**src/design/bbvp_pkg.sv**
```systemverilog
// Shared types, constants and codes for the basic block vector profiler.
package bbvp_pkg;

  localparam int NUM_BLOCKS_DEF  = 256;
  localparam int NUM_REGIONS_DEF = 64;

  localparam logic [47:0] THRESH_RESET = 48'd100000000;
  localparam logic [47:0] CTR_MAX      = 48'hFFFF_FFFF_FFFF;
  localparam logic [31:0] COUNT_MAX    = 32'hFFFF_FFFF;

  typedef enum logic [2:0] {
    ACT_EVENT      = 3'd0,
    ACT_BEGIN      = 3'd1,
    ACT_END        = 3'd2,
    ACT_READ_ENTRY = 3'd3,
    ACT_READ_TOTAL = 3'd4
  } action_t;

  typedef struct packed {
    logic [2:0]  action;
    logic [15:0] block_insts;
    logic [7:0]  block_id;
    logic [5:0]  read_region;
  } in_item_t;

  typedef struct packed {
    logic        region_closed;
    logic [5:0]  closed_region;
    logic [47:0] region_total;
    logic [31:0] entry_count;
    logic [47:0] entry_stamp;
    logic [6:0]  regions_used;
    logic        overflow;
  } out_item_t;

  // One block entry of a region bank.
  typedef struct packed {
    logic [31:0] count;
    logic [47:0] stamp;
  } entry_t;

  typedef enum logic [1:0] {
    ST_CLEAR,
    ST_IDLE,
    ST_EXEC
  } state_t;

  typedef struct packed {
    logic load;    // input transfer: capture item, issue memory reads
    logic commit;  // apply updates, fill the output register
    logic clear;   // write one zero entry of the clearing pass
  } ctl_cmd_t;

  typedef struct packed {
    logic clear_last;
  } dp_sts_t;

endpackage

```
**src/design/bbvp_ctrl.sv**
```systemverilog
// Controller: clearing pass, input transfer, commit and output valid.
module bbvp_ctrl (
  input  logic               clk,
  input  logic               rst_n,
  input  logic               in_valid,
  output logic               in_ready,
  output logic               out_valid,
  input  logic               out_ready,
  input  bbvp_pkg::dp_sts_t  sts,
  output bbvp_pkg::ctl_cmd_t cmd
);

  import bbvp_pkg::*;

  state_t state_r, state_nxt;
  logic   out_valid_r, out_valid_nxt;
  logic   slot_free;

  assign slot_free = !out_valid_r || out_ready;

  always_comb begin
    state_nxt = state_r;
    unique case (state_r)
      ST_CLEAR: if (sts.clear_last) state_nxt = ST_IDLE;
      ST_IDLE:  if (in_valid) state_nxt = ST_EXEC;
      ST_EXEC:  if (slot_free) state_nxt = ST_IDLE;
      default:  state_nxt = ST_CLEAR;
    endcase
  end

  always_comb begin
    cmd      = '0;
    in_ready = 1'b0;
    unique case (state_r)
      ST_CLEAR: cmd.clear = 1'b1;
      ST_IDLE: begin
        in_ready = 1'b1;
        cmd.load = in_valid;
      end
      ST_EXEC:  cmd.commit = slot_free;
      default: begin
        cmd      = '0;
        in_ready = 1'b0;
      end
    endcase
  end

  always_comb begin
    out_valid_nxt = out_valid_r;
    if (cmd.commit) begin
      out_valid_nxt = 1'b1;
    end else if (out_ready) begin
      out_valid_nxt = 1'b0;
    end
  end

  always_ff @(posedge clk) begin
    if (!rst_n) begin
      state_r     <= ST_CLEAR;
      out_valid_r <= 1'b0;
    end else begin
      state_r     <= state_nxt;
      out_valid_r <= out_valid_nxt;
    end
  end

  assign out_valid = out_valid_r;

endmodule

```
**config.mk**
```make
export PLATFORM = sky130hd
export DESIGN_NAME = bbvp_ctrl
export DESIGN_NICKNAME = d
export VERILOG_FILES = /design/src/design/bbvp_pkg.sv /design/src/design/bbvp_ctrl.sv
export SDC_FILE = /design/constraint.sdc
export NUM_CORES = 1
export LEC_CHECK = 0
export BUFFER_PORTS_ARGS = -buffer_cell sky130_fd_sc_hd__buf_2
export CORE_AREA = 5 5 42 44
export CTS_CLUSTER_DIAMETER = 60
export DETAILED_ROUTE_END_ITERATION = 6
export DIE_AREA = 0 0 47 49
export SYNTH_ARGS = -nofsm -noshare
export SYNTH_HDL_FRONTEND = slang
export SYNTH_SLANG_ARGS = --single-unit
```
**constraint.sdc**
```tcl
create_clock -name clk -period 1.1 [get_ports clk]
set_input_delay 0.165 -clock clk [delete_from_list [all_inputs] [get_ports clk]]
set_output_delay 0.165 -clock clk [all_outputs]
set_load 0.01 [all_outputs]
```
==> summary.txt <==
Clk root buf - clkbuf_4
Antenna viol nets, final - 0
Req. time, crit path - 0.94 ns
FF/Latch Area - 65.1 µm²
R2R cell count - 4
Most frequent cells in the layout - 7 x buf_2, 3 x nor2_1, 3 x clkbuf_4
Die height - 49 µm
Routed len/inst - 9.15 µm
Clock Tree Buf Depth - 2
Routed via count - 160
Final worst setup slack - -0.00517 ns
Clock latency on the worst-skew pair - 0.23 ns
Fin. max-slew vios - 0
Reg2reg setup slack - 0.17 ns
Initial antenna violation count - 0
Yosys warns - 0
Cell area after synthesis - 150 µm²
Dominant cell type by area after synthesis - dfxtp_1
Gpl congestion - 0.591
First-pass GRT wire length - 683 µm
VDD IR max - 0.000236 V
Max-cap viol count - 0
Buffers on Ports - 9
Psw - 0.0000887 W
Internal power component - 0.000295 W
Die Span X - 47 µm
Vias per cell - 3.48
Placement Cell Area - 208 µm²
Initial drt markers - 0
Crit path kind - reg2out
Failing checks - setup timing
Final setup fails - 1
# fillers - 165
RSZ-0062 raised after global routing - yes
DRT Pass-1 Iters - 1
F_max - 0.905 GHz
Pre-CTS setup slack - 0.124 ns
Worst-path clk slew - 0.04 ns
Power share of the clock group - 49.4%
Worst Hold End - state_r[0]$_SDFFE_PN0P_
Hold-fix buffers, CTS - 0
Seq cells post-synth - 3
Placed Instances - 40
Post-layout min period - 1.11 ns
Number of diodes - 0
Hold path depth - 2
Layout Cells excl Fill - 46
Multi-input logic area - 97.6 µm²
Commonest non-fill, non-tap cell in the layout - buf_2
Avg Inst Size Synth - 9.38 µm²
CTS sink cnt - 3
Hold Crit Class - in2reg
Mapped Cells - 16
Pleak - 0.131 nW
Largest net degree at the start of global routing - 5
Power Dens Cells - 1360 mW/mm²
Critical R2R Launch - state_r[0]$_SDFFE_PN0P_
Standard-cell rows - 14
Final hold viol count - 0
Flop pwr share - 31.7%
Gr usage total - 4.64%
IO Count - 10
Finished Cell Area - 282 µm²
CTS buffer count - 3
Crit Reg-Reg Endpoint - state_r[0]$_SDFFE_PN0P_
Sequential element share of the synthesized area - 40.0%
DIE AREA - 0.00230 mm²
Syn_nets - 21
Gr ovfl total - 0
CTS tree - yes
Crit Path Max Fanout - 4
Setup crit start kind - flop
Rel. slew slack - 83.7%
Endpoint type of the worst setup path - primary output
Layout area overhead - 87.5%
Gate power share - 18.9%
WL final - 421 µm
Slew at the pin with the worst max-slew slack - 0.244 ns
Sw frac - 23.1%
H-tree Lvls - 1
DRC Markers - 0
Layout cell share with drive strength beyond 1 - 66.7%
Hold_sp - rst_n
Initial Util - 10.7%
Max Clock Skew - 0.00261 ns
Period Utilization, post-route - 100%
Worst hold slack - 0.174 ns
Synth area leaders - dfxtp_1 40%, nor2b_2 12%, o21a_1 10%
Post-layout net count - 36
Critical Path AT - 0.94 ns
Yosys top cell area share - 40.0%
Count of cell types in the netlist - 10
Vias in the first global route - 188
Status - finished with violations
Core area - 0.00140 mm²
==> worst max path at each step <==
| stage | to | cells past startpoint | from |
|---|---|---|---|
| floorplan | state_r[1]$_SDFFE_PN0P_ | 3 | state_r[0]$_SDFFE_PN0P_ |
| global placement | cmd[2] | 3 | state_r[0]$_SDFFE_PN0P_ |
| detailed placement | cmd[2] | 3 | state_r[0]$_SDFFE_PN0P_ |
| CTS | cmd[2] | 3 | state_r[1]$_SDFFE_PN0P_ |
| global route | cmd[2] | 3 | state_r[0]$_SDFFE_PN0P_ |
| finish | cmd[2] | 3 | state_r[1]$_SDFFE_PN0P_ |
==> state kept, by name, summed over array words and instances (netlist names) <==
signal	count
state_r	2
out_valid	1
==> routing by layer <==
layer | track usage (%) | vias to the layer above | share of wire, %
met2 | 7.92 | 4 | 65
met4 | 4.15 | 0 | 0
met1 | 2.84 | 75 | 26
met5 | 0 | - | 0
met3 | 3.32 | 0 | 9.5
li1 | - | 81 | -
==> final cells by class <==
cell class / count / area share (%)
Timing Repair Buffer: 11 / 25.8
Sequential cell: 3 / 23.1
Clock buffer: 4 / 9.33
Tap cell: 16 / 7.11
Multi-Input combinational cell: 12 / 34.7
==> repair_timing <==
| action | 4_1_cts | 5_1_grt |
|---|---|---|
| endpoints found under the setup margin | 3 | 3 |
| setup buffers | 2 | 0 |
| gates resized for setup | 6 | 2 |
| pin swaps | 1 | 0 |
==> critical path, cell delays in order, from the launching register on <==
cell	delay, ns
dfxtp_4	0.36
nor2b_4	0.11
and2_4	0.15
buf_6	0.09
==> logic make-up (layout without fill, tap and decap cells) <==
group	after synthesis	in the layout	synth area share, %
AO/OA/AOI/OAI	4	4	20.0
AND/OR/NAND/NOR	8	8	35.0
buffers and inverters	1	15	5.00
flip-flops	3	3	40.0
==> power groups by stage <==
stage	Combinational, W	Clock (W)	Sequential [W]
final	0.0000726	0.000190	0.000122
after global routing	0.0000788	0.000204	0.000122
after global placement	0.0000541	0	0.000123
after CTS	0.0000700	0.000204	0.000121
after detailed placement	0.0000537	0	0.000123
after floorplan	0.0000320	0	0.000123
==> synthesized netlist by cell type (all sizes together) <==
cell,instances
o21a,2
a21boi,1
nand2b,2
and2,1
nor2,3
a211oi,1
dfxtp,3
nor2b,2
buf,1
==> through the flow <==
step	TNS (ns)	utilization, %	total power [W]
floorplan	0	-	0.000155
global route	-0.0647	20.1	0.000405
detailed placement	0	14.8	0.000177
CTS	-0.0346	19.3	0.000396
global placement	0	14.8	0.000177
finish	-0.00517	20.1	0.000384
(Power assumes the default switching activity.)
